===== src/sv/gct_pkg.sv =====
// Shared types, codes and connectivity functions for the two-row grid connectivity tree.
package gct_pkg;

  localparam int FIELD_W = 11;

  localparam logic [1:0] CMD_OPEN  = 2'd0;
  localparam logic [1:0] CMD_CLOSE = 2'd1;
  localparam logic [1:0] CMD_ASK   = 2'd2;

  localparam int F_U = 0;
  localparam int F_D = 1;
  localparam int F_L = 2;
  localparam int F_R = 3;
  localparam int F_P = 4;
  localparam int F_Q = 5;

  localparam logic [5:0] FLAGS_STRAIGHT = 6'b000011;
  localparam logic [5:0] FLAGS_ALL      = 6'b111111;

  typedef enum logic [1:0] {
    OP_ROAD = 2'd0,
    OP_VERT = 2'd1,
    OP_ASK  = 2'd2
  } op_kind_t;

  typedef struct packed {
    op_kind_t           kind;
    logic               val;
    logic               row_a;
    logic               row_b;
    logic [FIELD_W-1:0] col_a;
    logic [FIELD_W-1:0] col_b;
  } op_t;

  function automatic logic [5:0] join_flags(input logic [5:0] a, input logic [5:0] b,
                                            input logic t, input logic w);
    logic [5:0] r;
    r[F_L] = a[F_L] | (a[F_U] & t & b[F_L] & w & a[F_D]);
    r[F_R] = b[F_R] | (b[F_U] & t & a[F_R] & w & b[F_D]);
    r[F_U] = (a[F_U] & t & b[F_U]) | (a[F_P] & w & b[F_Q]);
    r[F_D] = (a[F_D] & w & b[F_D]) | (a[F_Q] & t & b[F_P]);
    r[F_P] = (a[F_U] & t & b[F_P]) | (a[F_P] & w & b[F_D]);
    r[F_Q] = (a[F_D] & w & b[F_Q]) | (a[F_Q] & t & b[F_U]);
    return r;
  endfunction

  function automatic logic connected_answer(input logic lr, input logic [5:0] md,
                                            input logic rl, input logic r1, input logic r2);
    logic ok;
    if (r1) begin
      if (r2) ok = md[F_D] | (lr & md[F_U] & rl);
      else    ok = md[F_Q] | (lr & md[F_U]) | (md[F_D] & rl);
    end else begin
      if (r2) ok = md[F_P] | (lr & md[F_D]) | (rl & md[F_U]);
      else    ok = md[F_U] | (lr & md[F_D] & rl);
    end
    return ok;
  endfunction

endpackage


===== src/sv/gct_ifs.sv =====
// Channel interfaces: command beats, result beats and configuration writes.
interface gct_req_if import gct_pkg::*; ();
  logic               valid;
  logic               ready;
  logic [1:0]         command;
  logic               row_a;
  logic [FIELD_W-1:0] col_a;
  logic               row_b;
  logic [FIELD_W-1:0] col_b;
  modport source (output valid, command, row_a, col_a, row_b, col_b, input ready);
  modport sink   (input valid, command, row_a, col_a, row_b, col_b, output ready);
endinterface



===== src/sv/gct_front.sv =====
// Front end: accepts command beats, range-checks, orders and classifies them.
module gct_front import gct_pkg::*; #(
  parameter int COLUMNS = 1024,
  localparam int CW = $clog2(COLUMNS + 1)
) (
  input  logic          clk,
  input  logic          rst,
  gct_req_if.sink       req,
  input  logic [CW-1:0] n,
  input  logic          clearing,
  output logic          op_valid,
  output op_t           op,
  input  logic          op_ready
);

  logic               keep;
  logic               swap;
  logic [FIELD_W-1:0] x;
  logic [FIELD_W-1:0] y;
  logic               r1;
  logic               r2;
  op_t                cls;

  always_comb begin
    swap = req.col_a > req.col_b;
    x    = swap ? req.col_b : req.col_a;
    y    = swap ? req.col_a : req.col_b;
    r1   = swap ? req.row_b : req.row_a;
    r2   = swap ? req.row_a : req.row_b;
    keep = (req.col_a != '0) && (req.col_b != '0) &&
           (32'(req.col_a) <= 32'(n)) && (32'(req.col_b) <= 32'(n));
    cls.val   = (req.command == CMD_OPEN);
    cls.row_a = r1;
    cls.row_b = r2;
    cls.col_a = x;
    cls.col_b = y;
    cls.kind  = OP_ASK;
    case (req.command)
      CMD_OPEN, CMD_CLOSE: begin
        if (r1 == r2) begin
          cls.kind = OP_ROAD;
          if (32'(x) >= 32'(n)) keep = 1'b0;
        end else begin
          cls.kind = OP_VERT;
        end
      end
      CMD_ASK: cls.kind = OP_ASK;
      default: keep = 1'b0;
    endcase
  end

  assign req.ready = !clearing && (!op_valid || op_ready);

  always_ff @(posedge clk) begin
    if (rst) begin
      op_valid <= 1'b0;
    end else begin
      if (op_valid && op_ready) op_valid <= 1'b0;
      if (req.valid && req.ready && keep) begin
        op_valid <= 1'b1;
        op       <= cls;
      end
    end
  end

endmodule


===== src/flat_wrapper.sv =====
// flat-port wrapper written by rule: the top's interface ports become plain ports
module gct_front_flat import gct_pkg::*;
#(
  parameter int COLUMNS = 1024,
  localparam int CW = $clog2(COLUMNS + 1)
)
  (clk, rst, n, clearing, op_valid, op, op_ready, req_valid, req_command, req_row_a, req_col_a, req_row_b, req_col_b, req_ready);
  gct_req_if req_i ();
  input  logic clk;
  input  logic rst;
  input  logic [CW-1:0] n;
  input  logic clearing;
  output logic op_valid;
  output op_t op;
  input  logic op_ready;
  input wire logic [$bits(req_i.valid)-1:0] req_valid;
  input wire logic [$bits(req_i.command)-1:0] req_command;
  input wire logic [$bits(req_i.row_a)-1:0] req_row_a;
  input wire logic [$bits(req_i.col_a)-1:0] req_col_a;
  input wire logic [$bits(req_i.row_b)-1:0] req_row_b;
  input wire logic [$bits(req_i.col_b)-1:0] req_col_b;
  output wire logic [$bits(req_i.ready)-1:0] req_ready;
  assign req_i.valid = req_valid;
  assign req_i.command = req_command;
  assign req_i.row_a = req_row_a;
  assign req_i.col_a = req_col_a;
  assign req_i.row_b = req_row_b;
  assign req_i.col_b = req_col_b;
  assign req_ready = req_i.ready;
  gct_front #(.COLUMNS(COLUMNS)) u_core (.clk(clk), .rst(rst), .req(req_i), .n(n), .clearing(clearing), .op_valid(op_valid), .op(op), .op_ready(op_ready));
endmodule

===== config.mk =====
export PLATFORM = sky130hd
export DESIGN_NAME = gct_front_flat
export DESIGN_NICKNAME = d
export VERILOG_FILES = /design/src/sv/gct_pkg.sv /design/src/sv/gct_ifs.sv /design/src/sv/gct_front.sv /design/src/flat_wrapper.sv
export SDC_FILE = /design/constraint.sdc
export NUM_CORES = 1
export LEC_CHECK = 0
export ABC_AREA = 1
export ABC_CLOCK_PERIOD_IN_PS = 3770
export BUFFER_PORTS_ARGS = -buffer_cell sky130_fd_sc_hd__buf_4
export CORE_UTILIZATION = 48
export DETAILED_ROUTE_END_ITERATION = 10
export GPL_TIMING_DRIVEN = 0
export PLACE_DENSITY = 0.79
export SLEW_MARGIN = 20
export SYNTH_ARGS = -nofsm -noshare
export SYNTH_HDL_FRONTEND = slang
export SYNTH_SLANG_ARGS = --single-unit

===== constraint.sdc =====
create_clock -name clk -period 3.77 [get_ports clk]
set_clock_uncertainty 0.15 [all_clocks]
set_input_delay 0.754 -clock clk [delete_from_list [all_inputs] [get_ports clk]]
set_output_delay 0.754 -clock clk [all_outputs]
set_load 0.02 [all_outputs]

==> results.ini <==
[run_status]
status=finished clean

[setup_path]
crit_required_ns=3.61
rr_worst_depth=10
cp_num_buf_inv=5
path_max_fanout=14
r2r_setup_slack_ns=1.91
cp-end-kind=register
r2r-end=u_core.op[19]
r2r_start=u_core.op_valid
slowest_stage=ha_1
crit_chain=buf_4 -> inv_1 -> ha_1 -> nand4_1 -> nor3_2 -> nand2_1 -> nand3_2 -> nand2_4 -> buf_6 -> o21ai_2 -> ha_1 -> a21oi_1 -> o21ai_0 -> nand3_1 -> nand4_1 -> nand3_1 -> nand2_4 -> clkinvlp_4 -> buf_12
path_delay_family=simple AND/OR/NAND/NOR gates
cp-start-kind=input port
slowest_delay_ns=0.34
crit_type=in2reg
worstPathArrival_ns=3.46

[clock_tree]
root_buffer=clkbuf_8
clkSinkCount=28
cts.path.max_buffers=2
insertion_delay_ns=0.27
htreeDepth=1
cts-buffers-inserted=3
cts_tree=built
clkSlewWorstSetupHoldPaths_ns=0.09

[grt]
grt_pass1_wl_um=10100
grt_use_total=0.244
overflow=0
met2_usage=0.417
grt_use_met3=0.0122
use_met1=0.335
antenna_found_initial=0
grt_max_degree=16
busiest_layer=met2
grt_pass1_vias=2164

[power_and_ir_drop]
p_leak_nw=1.70
ir_drop_v=0.000135
swShare=0.326
clock_power_share=0.206
power_density_mw_per_mm2=270
pwr-share-comb=0.382
power_uw=875
intPower_uw=590
power_switching_uw=285
seq_power_share=0.413

[timing]
tightest_slew_ns=0.276
fin_crit_ns=3.62
fin_hold_ws_ns=0.355
finalCritPeriodShare=0.960
hold_viol_final=0
clock.fmax_mhz=276
setup_viol_count_final=0
drv_slew=0
max_slew_margin=0.815

[layout]
design_area_mm2=0.00324
layout-drive-gt1-share=0.257
fill_cells=432
final-seq-area_um2=831
final_nets=484
syn_to_final_growth_pct=28.9
multi_input_area_mm2=0.00143
diodes=0
post-route-util=0.664

[synth]
synthFlopType=edfxtp_1
yosysWarnings=0
synth_top_cell_by_area=edfxtp_1
ys_types=24
syn_area_mm2=0.00251
synthTopCellsByArea=edfxtp_1, ha_1, nand2_1
synth_seq_cells=28
async_reset_ff_frac=0
yosysTopAreaCellShare=0.323
synth_nets=406
synth.avg_cell_area_um2=7.85
ys_seq_area_frac=0.331
synth-edff-count=27
synthCells=320

[placement]
place.gp.congestion=0.865
numPortBuffers=70
dpl.hpwl_um=5240
place_area_mm2=0.00312

[floorplanning]
die_y_um=74.3
rows=25
num_io_pins=71
coreArea_mm2=0.00488
initial_utilization=0.515
dieArea_mm2=0.00553
fp.dieW_um=74.3

[flow_run]
cap_violations=0

[hold_path]
holdPathEnd=u_core.op_valid
hold_path_depth=2
worstHoldStart=u_core.op_valid
hold_path.class=reg2reg

[route]
postRouteAntennaNets=0
wire_per_inst_um=13.6
via_count=2339
vias_per_cell=5.04
wl_um=6300
drt_iter0_drc=113
drcViolationCount=0
dr.pass1.iters=4

==> registers in the layout, indices dropped and copies added, names as in the netlist <==
| signal | count |
|---|---|
| u_core.op_valid | 1 |
| u_core.op | 27 |
==> worst max path at each step <==
stage / startpoint / endpoint / slack, ns / cells past startpoint
3_5_place_dp: req_col_b[10] / u_core.op[19] / -0.59 / 18
3_3_place_gp: req_col_b[10] / u_core.op[18] / -0.55 / 20
5_1_grt: req_col_b[8] / u_core.op[19] / -0.003 / 20
6_report: req_col_b[10] / u_core.op[19] / 0.15 / 19
4_1_cts: req_col_b[10] / u_core.op[16] / 0.02 / 19
2_1_floorplan: req_col_b[10] / u_core.op[0] / 0.06 / 18
==> what timing repair did <==
action | CTS | global route
setup endpoints to repair | 27 | 27
gates resized for setup | 2 | 3
hold buffers | 0 | 0
setup buffers | 1 | 1
pin swaps | 0 | 2
gates cloned | 1 | 0
==> layer usage <==
| layer | up-vias | routed length, um |
|---|---|---|
| li1 | 1200 | - |
| met3 | 11 | 428 |
| met4 | 0 | 89 |
| met5 | - | 0 |
| met2 | 80 | 3050 |
| met1 | 1048 | 2730 |
==> final cells by class <==
type,instances,share of cell area
clock buffers,4,0.0170
multi-input cells,232,0.442
flip-flops and latches,28,0.256
plain buffers,5,0.0151
inverters,55,0.0664
repair inverters,1,0.00232
well taps,67,0.0259
repair buffers,72,0.175
==> tightest hold or removal path, stage by stage, from the launching register on <==
cell and delay (ns):
dfxtp_1 0.33, nand3_1 0.09, nand2_1 0.05
==> placed cells by master (no fill, tap or decap), types with 2 or more instances in the layout <==
cell / n
ha_1: 44
inv_1: 53
buf_4: 71
nor3_2: 2
clkbuf_8: 4
clkinvlp_4: 2
nand2_1: 102
buf_6: 2
o21ai_0: 5
nand2_4: 2
buf_12: 2
nand3_1: 11
a21oi_1: 14
nor2_1: 24
nand4_1: 6
a21o_1: 2
o21ai_1: 2
edfxtp_1: 27
o21ai_2: 14
==> power groups by stage <==
stage | combinational, mW | clock, mW | sequential, mW
6_report | 0.334 | 0.180 | 0.361
5_1_grt | 0.378 | 0.191 | 0.362
3_3_place_gp | 0.314 | 0 | 0.368
3_5_place_dp | 0.324 | 0 | 0.368
4_1_cts | 0.329 | 0.180 | 0.361
2_1_floorplan | 0.197 | 0 | 0.381
==> logic make-up after synthesis <==
logic type               after synthesis  synth area share
buffers and inverters                 60             0.104
flip-flops                            28             0.331
AND/OR/NAND/NOR                      150             0.248
XOR/XNOR                               1           0.00349
adder cells (fa/ha/maj)               44             0.219
AO/OA/AOI/OAI                         37            0.0951
==> per-stage QoR <==
stage          worst slack, ns  std cells  TNS (ns)
3_3_place_gp            -0.547        457    -14.72
4_1_cts                 0.0180        463         0
6_report                 0.153        464         0
2_1_floorplan           0.0634        320         0
5_1_grt               -0.00328        464   -0.0361
3_5_place_dp            -0.588        457    -15.82
==> synthesized netlist by cell type, types with 2 or more instances <==
| library cell | n |
|---|---|
| nand3_1 | 11 |
| nand2_1 | 103 |
| nand4_1 | 6 |
| buf_6 | 2 |
| nor3_2 | 2 |
| o21ai_1 | 3 |
| nor2_1 | 24 |
| edfxtp_1 | 27 |
| ha_1 | 44 |
| a21oi_1 | 14 |
| o21ai_2 | 13 |
| o21ai_0 | 5 |
| a21o_1 | 2 |
| inv_1 | 54 |
(Power assumes the default switching activity.)
