[src/sv/gct_pkg.sv]
// Shared types, codes and connectivity functions for the two-row grid connectivity tree.
package gct_pkg;

  localparam int FIELD_W = 11;

  localparam logic [1:0] CMD_OPEN  = 2'd0;
  localparam logic [1:0] CMD_CLOSE = 2'd1;
  localparam logic [1:0] CMD_ASK   = 2'd2;

  localparam int F_U = 0;
  localparam int F_D = 1;
  localparam int F_L = 2;
  localparam int F_R = 3;
  localparam int F_P = 4;
  localparam int F_Q = 5;

  localparam logic [5:0] FLAGS_STRAIGHT = 6'b000011;
  localparam logic [5:0] FLAGS_ALL      = 6'b111111;

  typedef enum logic [1:0] {
    OP_ROAD = 2'd0,
    OP_VERT = 2'd1,
    OP_ASK  = 2'd2
  } op_kind_t;

  typedef struct packed {
    op_kind_t           kind;
    logic               val;
    logic               row_a;
    logic               row_b;
    logic [FIELD_W-1:0] col_a;
    logic [FIELD_W-1:0] col_b;
  } op_t;

  function automatic logic [5:0] join_flags(input logic [5:0] a, input logic [5:0] b,
                                            input logic t, input logic w);
    logic [5:0] r;
    r[F_L] = a[F_L] | (a[F_U] & t & b[F_L] & w & a[F_D]);
    r[F_R] = b[F_R] | (b[F_U] & t & a[F_R] & w & b[F_D]);
    r[F_U] = (a[F_U] & t & b[F_U]) | (a[F_P] & w & b[F_Q]);
    r[F_D] = (a[F_D] & w & b[F_D]) | (a[F_Q] & t & b[F_P]);
    r[F_P] = (a[F_U] & t & b[F_P]) | (a[F_P] & w & b[F_D]);
    r[F_Q] = (a[F_D] & w & b[F_Q]) | (a[F_Q] & t & b[F_U]);
    return r;
  endfunction

  function automatic logic connected_answer(input logic lr, input logic [5:0] md,
                                            input logic rl, input logic r1, input logic r2);
    logic ok;
    if (r1) begin
      if (r2) ok = md[F_D] | (lr & md[F_U] & rl);
      else    ok = md[F_Q] | (lr & md[F_U]) | (md[F_D] & rl);
    end else begin
      if (r2) ok = md[F_P] | (lr & md[F_D]) | (rl & md[F_U]);
      else    ok = md[F_U] | (lr & md[F_D] & rl);
    end
    return ok;
  endfunction

endpackage

[src/sv/gct_queue.sv]
// Two-entry queue of classified commands between front end and tree engine.
module gct_queue import gct_pkg::*; (
  input  logic clk,
  input  logic rst,
  input  logic in_valid,
  output logic in_ready,
  input  op_t  in_op,
  output logic out_valid,
  input  logic out_ready,
  output op_t  out_op
);

  op_t        entries [2];
  logic       wp;
  logic       rp;
  logic [1:0] count;
  logic       push;
  logic       pop;

  assign in_ready  = count != 2'd2;
  assign out_valid = count != 2'd0;
  assign out_op    = entries[rp];
  assign push      = in_valid && in_ready;
  assign pop       = out_valid && out_ready;

  always_ff @(posedge clk) begin
    if (rst) begin
      wp    <= 1'b0;
      rp    <= 1'b0;
      count <= 2'd0;
    end else begin
      if (push) begin
        entries[wp] <= in_op;
        wp          <= ~wp;
      end
      if (pop) rp <= ~rp;
      count <= count + {1'b0, push} - {1'b0, pop};
    end
  end

endmodule

[config.mk]
export PLATFORM = sky130hd
export DESIGN_NAME = gct_queue
export DESIGN_NICKNAME = d
export VERILOG_FILES = /design/src/sv/gct_pkg.sv /design/src/sv/gct_queue.sv
export SDC_FILE = /design/constraint.sdc
export NUM_CORES = 1
export LEC_CHECK = 0
export ABC_AREA = 1
export BUFFER_PORTS_ARGS = -buffer_cell sky130_fd_sc_hd__buf_2
export CAP_MARGIN = 30
export CORE_ASPECT_RATIO = 1.2
export CORE_MARGIN = 2
export CORE_UTILIZATION = 39
export DETAILED_ROUTE_END_ITERATION = 6
export GPL_TIMING_DRIVEN = 0
export PLACE_DENSITY = 0.73
export RECOVER_POWER = 25
export SLEW_MARGIN = 20
export SYNTH_ARGS = -nofsm -noshare
export SYNTH_HDL_FRONTEND = slang
export SYNTH_SLANG_ARGS = --single-unit
[constraint.sdc]
create_clock -name clk -period 4.15 [get_ports clk]
set_input_delay 0.83 -clock clk [delete_from_list [all_inputs] [get_ports clk]]
set_output_delay 0.83 -clock clk [all_outputs]
set_load 0.005 [all_outputs]
==> flow_results.org, run 1 <==
** Status
- The flow ran to the end, and the final reports show no timing, DRC or antenna violations.

** Synth
- Top cells by instance count after synthesis :: sky130_fd_sc_hd__edfxtp_1 (54), sky130_fd_sc_hd__mux2_4 (20), sky130_fd_sc_hd__nand2_1 (9), sky130_fd_sc_hd__nor2_1 (9), sky130_fd_sc_hd__inv_1 (8)
- For this run, the register share of the synthesized area comes to 74.9%.
- Unique masters post-synth :: 14
- Net Count, Synth :: 155
- Mean cell area of the mapped netlist :: 18.9 sq um
- In this run, synthesis inferred 54 flip-flops with an integrated enable.
- Cell types occupying the most area after synthesis :: sky130_fd_sc_hd__edfxtp_1 (71%), sky130_fd_sc_hd__mux2_4 (13%), sky130_fd_sc_hd__dfxtp_1 (4.4%), sky130_fd_sc_hd__mux2_2 (3.4%), sky130_fd_sc_hd__buf_12 (1.7%)
- The mapped netlist covers 2300 sq um.
- The most used flip-flop cell after synthesis is sky130_fd_sc_hd__edfxtp_1.
- Cell accounting for the most synthesized area :: sky130_fd_sc_hd__edfxtp_1
- Synthesis inferred 59 register bits.
- Fraction of registers with async set/reset :: 0%
- Share of Yosys cell area claimed by the top area cell type :: 70.5%
- During synthesis, Yosys emitted a total of 0 warnings.
- Counting every instance in the synthesized netlist gives 122.
- Library cell with the highest instance count after synthesis :: sky130_fd_sc_hd__edfxtp_1

** Pwr
- Power spread over the standard cell area amounts to 550 nW/um^2.
- Maximum resistive drop on vdd :: 262 uV
- Leakage :: 1.18 nW

** Global route
- Summed over all layers, the global routing overflow is 0.
- The first global-routing pass estimated 5160 um of wire.
- Global routing used 19.0% of the available met2 tracks.
- Global routing used 11.2% of the available tracks across all layers.
- After global routing, the most crowded layer is met2.
- Vias in the first global route :: 1153
- Met1 global-route usage :: 11.3%
- Fraction of met3 tracks used by global routing :: 4.83%
- Entering global routing, the biggest net connects 21 pins.
- Initial antenna violation count :: 0

** Min path
- The path class of the tightest hold or removal check is flip-flop to flip-flop.
- Worst hold path depth :: 2

** CTS
- The H-tree was split into 3 levels.
- The clock reaches the later pin of the worst-skew pair after 0.32 ns.
- Number of buffers inserted by hold repair at cts :: 0
- Clock-pin slew on the worst setup and hold paths :: 0.06 ns
- Post-CTS setup buffer count :: 0
- CTS sink count :: 59
- Clock tree synthesis selected as its root buffer the cell sky130_fd_sc_hd__clkbuf_8.
- Counting along the longest clock path gives a buffer depth of 2.
- Resized Gates After CTS :: 0
- TritonCTS built the clock tree.
- CTS Buf Count :: 9

** Route
- Detailed routing inserted a total of 1224 vias.
- Dividing the detail-routed wire length by the instance count gives 12.4 um.
- The final layout contains routed wiring with a total length of 3480 um.
- DRC violation total after the first TritonRoute iteration :: 38
- Final ANT Viol Nets :: 0
- After detailed routing, the number of remaining DRC violations is 0.
- DRT Pass-1 Iters :: 4
- Via density per instance :: 4.36

** Setup path
- Number of cells traversed by the worst register-to-register path :: 10
- By startpoint and endpoint, the worst setup path is classified as flip-flop to output pin.
- STA classifies the critical path startpoint as a flip-flop.
- Crit path required time :: 3.32 ns
- Worst endpoint data arrival time :: 1.39 ns
- The worst setup path is captured at an output pin.
- Of all nets on the critical path, the largest fanout is 10.

** Floorplan
- The die covers 6530 sq um.
- Total number of placement rows :: 30
- Core region area :: 5670 sq um
- Measured along the x axis, the die boundary spans 74.1 um.
- Once the floorplan was initialized, standard cells occupied 40.6% of the core.
- Total I/O pin count :: 60
- Die height :: 88.1 um

** STA
- F_max :: 0.450 GHz
- Summed over all failing endpoints, the final setup total negative slack is 0 ns.
- Subtracting the final worst setup slack from the clock period gives 2.22 ns.
- Max-slew violation total from the final report :: 0
- Measured against its own limit, the worst slew margin works out to 75.5%.
- Final number of hold-violating endpoints :: 0
- Period utilisation layout :: 53.5%
- Between clock sinks in the finished design, the worst skew comes to 0.00419 ns.
- Transition time of the tightest slew-check pin :: 0.366 ns
- Setup repair after global routing left no endpoint under its margin.
- Setup violations remaining at the end of the flow were counted as 0.

** Final layout
- Number of nets in the layout :: 229
- 0 antenna diodes ended up in the layout.
- Counting the fill cells in the layout gives 476.
- Core Util, Final :: 52.0%
- Area added between synthesis and finish :: 28.2%
- Post-route cell area :: 2950 sq um
- In the final layout, the share of cells above drive strength 1 is 53.7%.

** Place
- Detailed placement HPWL :: 2500 um
- Summing all placed instances gives a cell area of 2760 sq um.
- Buffers placed on the I/O ports in this run total 59.
- The congestion estimate from routability-driven global placement came to 0.707.

** Flow run
- The tool flagged a number of max-cap violations equal to 0.
logic make-up after synthesis:
kind of cell / synth area share [%]
AO/OA/AOI/OAI: 0.435
adder cells (fa/ha/maj): 1.09
buffers and inverters: 3.54
flip-flops: 74.9
multiplexers: 16.5
AND/OR/NAND/NOR: 3.59
layout by cell type (no fill, tap or decap), drive strengths merged:
cell,instances
nand2,9
nor2,9
mux2,27
nand3,2
a21oi,1
inv,8
dfxtp,5
nor3,1
o21ai,1
ha,2
buf,64
bufinv,1
clkinv,3
clkbuf,13
edfxtp,54
clkinvlp,1
flip-flops by register name (all words and copies together), names as in the netlist, named ones only:
name,cells
rp,1
count,2
entries,54
wp,1
report_power, final:
part           total [mW]  internal (mW)  switching [mW]  leakage (nW)
clock network       0.490          0.290           0.200        0.0991
logic               0.392          0.218           0.174         0.543
registers           0.738          0.718          0.0205         0.536
total                1.62           1.23           0.395          1.18
worst max-delay path: stages, from the launching register on:
cell	delay, ns
sky130_fd_sc_hd__dfxtp_1	0.32
sky130_fd_sc_hd__buf_6	0.16
sky130_fd_sc_hd__buf_12	0.16
sky130_fd_sc_hd__mux2_4	0.30
sky130_fd_sc_hd__buf_2	0.13
layer usage:
metal	share of wire (%)	vias to the layer above
li1	-	601
met1	40	576
met2	53	43
met3	6.2	4
met4	1.4	0
met5	0	-
worst paths after layout:
| check | end | start | slack, ns |
|---|---|---|---|
| hold / removal | rp | rp | 0.54 |
| setup reg to reg | count[1] | count[0] | 2.61 |
| hold reg to reg | rp | rp | 0.54 |
| setup / recovery | out_op[9] | flip-flop | 1.93 |
area by class of cell:
| type | instances | area, sq um | share of cell area (%) |
|---|---|---|---|
| Sequential cell | 59 | 1720 | 58.4 |
| Clock buffer | 11 | 141 | 4.79 |
| Multi-Input combinational cell | 52 | 509 | 17.3 |
| Clock inverter | 5 | 52.6 | 1.78 |
| Buffer | 3 | 51.3 | 1.74 |
| Inverter | 8 | 30.0 | 1.02 |
| Tap cell | 80 | 100 | 3.39 |
| Timing Repair Buffer | 63 | 343 | 11.6 |
stage by stage:
stage / power (mW) / hold slack [ns] / std cells / setup slack [ns]
2_1_floorplan: 1.01 / 0.467 / 122 / 0.900
3_3_place_gp: 1.13 / 0.483 / 261 / -0.274
3_5_place_dp: 1.15 / 0.534 / 265 / 2.14
4_1_cts: 1.65 / 0.549 / 281 / 1.88
5_1_grt: 1.71 / 0.576 / 281 / 1.86
6_report: 1.62 / 0.539 / 281 / 1.93
No activity file was read; power rests on OpenSTA's default activity.
==> run 2, diff against run 1 <==
==> constraint.sdc (replaced) <==
create_clock -name clk -period 2.3 [get_ports clk]
set_input_delay 0.46 -clock clk [delete_from_list [all_inputs] [get_ports clk]]
set_output_delay 0.46 -clock clk [all_outputs]
set_load 0.005 [all_outputs]
==> flow_results.org, run 2 (synthesis results as in run 1) <==
** Place
- The half-perimeter wire length after detailed placement was 2640 um (was 2500 um).
- The number of I/O port buffers is 59 (unchanged).
- Number of placed cells counting well taps :: 263 (was 265)
- The worst slack at placement is 0.363 ns (was 2.14 ns).
- Cell area after placement :: 2760 sq um (about the same)
- RD Place Congestion :: 0.686 (was 0.707)

** Setup path
- Largest delay share family, worst path :: buffers and inverters (unchanged)
- The critical path required time was 1.84 ns (was 3.32 ns).
- Worst reg2reg setup slack :: 0.44 ns (was 2.61 ns)
- The type of element capturing the critical path was an output pin (unchanged).
- The worst endpoint data arrival time is 1.40 ns (was 1.39 ns).
- The highest cell delay on the worst timing path is 0.32 ns (about the same).
- Critical-path cell list: buf_6 -> buf_12 -> mux2_4 -> buf_2 (unchanged).
- The reg-to-reg critical path endpoint was entries[1][10] (was count[1]).
- Setup crit start kind :: flip-flop (unchanged)
- The maximum net fanout on the critical path came to 10 (unchanged).
- The depth of the most critical reg-to-reg path was 5 (was 10).
- Critical path class :: flip-flop to output pin (unchanged)
- Launching point of the worst reg2reg path :: count[0] (unchanged)
- The library cell contributing the largest single delay on the critical path was sky130_fd_sc_hd__dfxtp_1 (unchanged).
- The combined buffer and inverter count along the critical path came to 3 (unchanged).

** Floorplan
- The die extent in y is 88.1 um (unchanged).
- The die span in x is 74.1 um (unchanged).
- Die footprint :: 6530 sq um (unchanged)
- The number of top-level design ports was 60 (unchanged).
- The initial core utilization was 40.6% (unchanged).
- The row count was 30 (unchanged).
- Core region area :: 5670 sq um (unchanged)

** Route
- The total via count in the routed design came to 1234 (was 1224).
- The DRC marker count from the first detailed-route iteration came to 83 (was 38).
- DRC violations left :: 0 (unchanged)
- Via density per instance :: 4.42 (was 4.36)
- The wire length after detailed routing was 3740 um (was 3480 um).
- Routed WL per cell :: 13.4 um (was 12.4 um)
- DRT Pass-1 Iters :: 4 (unchanged)
- The residual antenna-violating net count after detailed routing came to 0 (unchanged).

** Final layout
- The post-layout instance count excluding filler cells was 279 (was 281).
- The proportion of layout cells with a drive suffix above 1 was 52.3% (was 53.7%).
- Number of nets in the layout :: 227 (was 229)
- The growth of design area from synthesis to finish came to 28.0% (was 28.2%).
- Register with the most flip-flops :: entries (unchanged)
- The count of fill cells added during filler insertion came to 477 (was 476).
- Top library cells by usage in the layout, fill and taps aside: sky130_fd_sc_hd__buf_2 (55), sky130_fd_sc_hd__edfxtp_1 (54), sky130_fd_sc_hd__mux2_4 (20) (was sky130_fd_sc_hd__buf_2 (57), sky130_fd_sc_hd__edfxtp_1 (54), sky130_fd_sc_hd__mux2_4 (20)).
- The most common library cell in the layout ignoring fill and taps was sky130_fd_sc_hd__buf_2 (unchanged).
- Post-route cell area :: 2940 sq um (was 2950 sq um)
- Flip-flop count of the largest register after layout :: 54 (unchanged)
- The total inserted antenna cells is 0 (unchanged).
- Registers with the most flip-flops :: entries x54, count x2 (unchanged)

** CTS
- The maximum number of buffers from clock root to sink came to 2 (unchanged).
- Resized Gates After CTS :: 0 (unchanged)
- Cell chosen for the clock root :: sky130_fd_sc_hd__clkbuf_8 (unchanged)
- CTS tree :: yes (unchanged)
- H-tree levels :: 3 (unchanged)
- CTS sink count :: 59 (unchanged)
- CTS Buf Count :: 9 (unchanged)
- Clock latency of the later-clocked register in the worst-skew pair :: 0.32 ns (about the same)
- Post-CTS setup buffer count :: 0 (unchanged)
- The clock-pin slew reported for the worst setup and hold paths after clock tree synthesis came to 0.07 ns (was 0.06 ns).
- Number of buffers inserted by hold repair at cts :: 0 (unchanged)

** Pwr
- The maximum ir drop on the vdd rail is 530 uV (was 262 uV).
- Power per unit of standard cell area :: 996 nW/um^2 (was 550 nW/um^2)
- The leakage power figure is 1.16 nW (was 1.18 nW).

** Global route
- Vias in the first global route :: 1211 (was 1153)
- The pin count of the biggest net entering global routing came to 19 (was 21).
- Global-route wire length before repair :: 5490 um (was 5160 um)
- Most congested layer reported by global routing :: met2 (unchanged)
- The met3 capacity usage during global routing was 3.91% (was 4.83%).
- The initial antenna violation count was 0 (unchanged).
- The global-route total usage across every layer is 12.0% (was 11.2%).
- Final global-route overflow total :: 0 (unchanged)
- The global-route track usage on met1 was 12.2% (was 11.3%).
- Global-route met2 utilization :: 20.3% (was 19.0%)

** STA
- The transition at the pin with the smallest max-transition slack is 0.763 ns (was 0.366 ns).
- The final sum of negative setup slack is 0 ns (unchanged).
- F_max :: 0.538 GHz
- Setup repair after global routing missed its margin: false (unchanged).
- Finish-stage setup viols :: 0 (unchanged)
- In the finished design, the share of the clock period the worst path needs comes to 80.7%.
- The setup clock skew after layout came to 0.00884 ns (was 0.00419 ns).
- Post-layout minimum cycle time :: 1.86 ns
- Worst slew margin :: 49.0% (was 75.5%)
- The count of pins over their slew limit came to 0 (unchanged).
- The final hold violation count is 0 (unchanged).
- Final setup margin :: 0.443 ns (was 1.93 ns)

** Min path
- Worst Min Path Start :: in_op[14] (was rp)
- Class of the worst hold path :: input port to flip-flop (was flip-flop to flip-flop)
- Hold-critical path endpoint :: entries[0][14] (was rp)
- Worst hold path depth :: 1 (was 2)

** Flow run
- Total of max-cap violations :: 0 (unchanged)

** Status
- Run status :: finished clean (unchanged)
[run 2: metrics by stage]
stage / hold slack (ns) / power [mW] / utilization [%]
3_3_place_gp: 0.477 / 2.04 / 47.6
4_1_cts: 0.298 / 2.99 / 52.0
2_1_floorplan: 0.467 / 1.82 / -
3_5_place_dp: 0.499 / 2.09 / 48.6
6_report: 0.323 / 2.93 / 51.9
5_1_grt: 0.295 / 3.11 / 51.9
[run 2: where the power goes]
group          leakage [nW]  total (mW)  internal (mW)  switching, mW
Sequential            0.536        1.33           1.29         0.0354
Clock                0.0931       0.889          0.495          0.394
Combinational         0.532       0.713          0.393          0.320
Total                  1.16        2.93           2.18          0.749
[run 2: cell type report]
| cell class | count | area, sq um | share of cell area [%] |
|---|---|---|---|
| well taps | 80 | 100 | 3.40 |
| clock inverters | 7 | 67.6 | 2.30 |
| repair buffers | 61 | 333 | 11.3 |
| plain buffers | 3 | 51.3 | 1.74 |
| flip-flops and latches | 59 | 1720 | 58.5 |
| clock buffers | 9 | 124 | 4.21 |
| inverters | 8 | 30.0 | 1.02 |
| multi-input cells | 52 | 515 | 17.5 |
[run 2: how the worst max path moves through the flow]
stage | end | slack, ns | cells past startpoint
floorplan | entries[0][0] | 0.13 | 3
global placement | entries[0][21] | -0.74 | 4
detailed placement | entries[1][11] | 0.36 | 4
CTS | out_op[24] | 0.39 | 4
global route | entries[1][26] | 0.28 | 5
finish | out_op[22] | 0.44 | 4
[run 2: metal layers]
metal | vias to the layer above | routed length (um)
met4 | 0 | 77
met1 | 590 | 1550
met5 | - | 0
li1 | 595 | -
met2 | 42 | 1940
met3 | 7 | 172
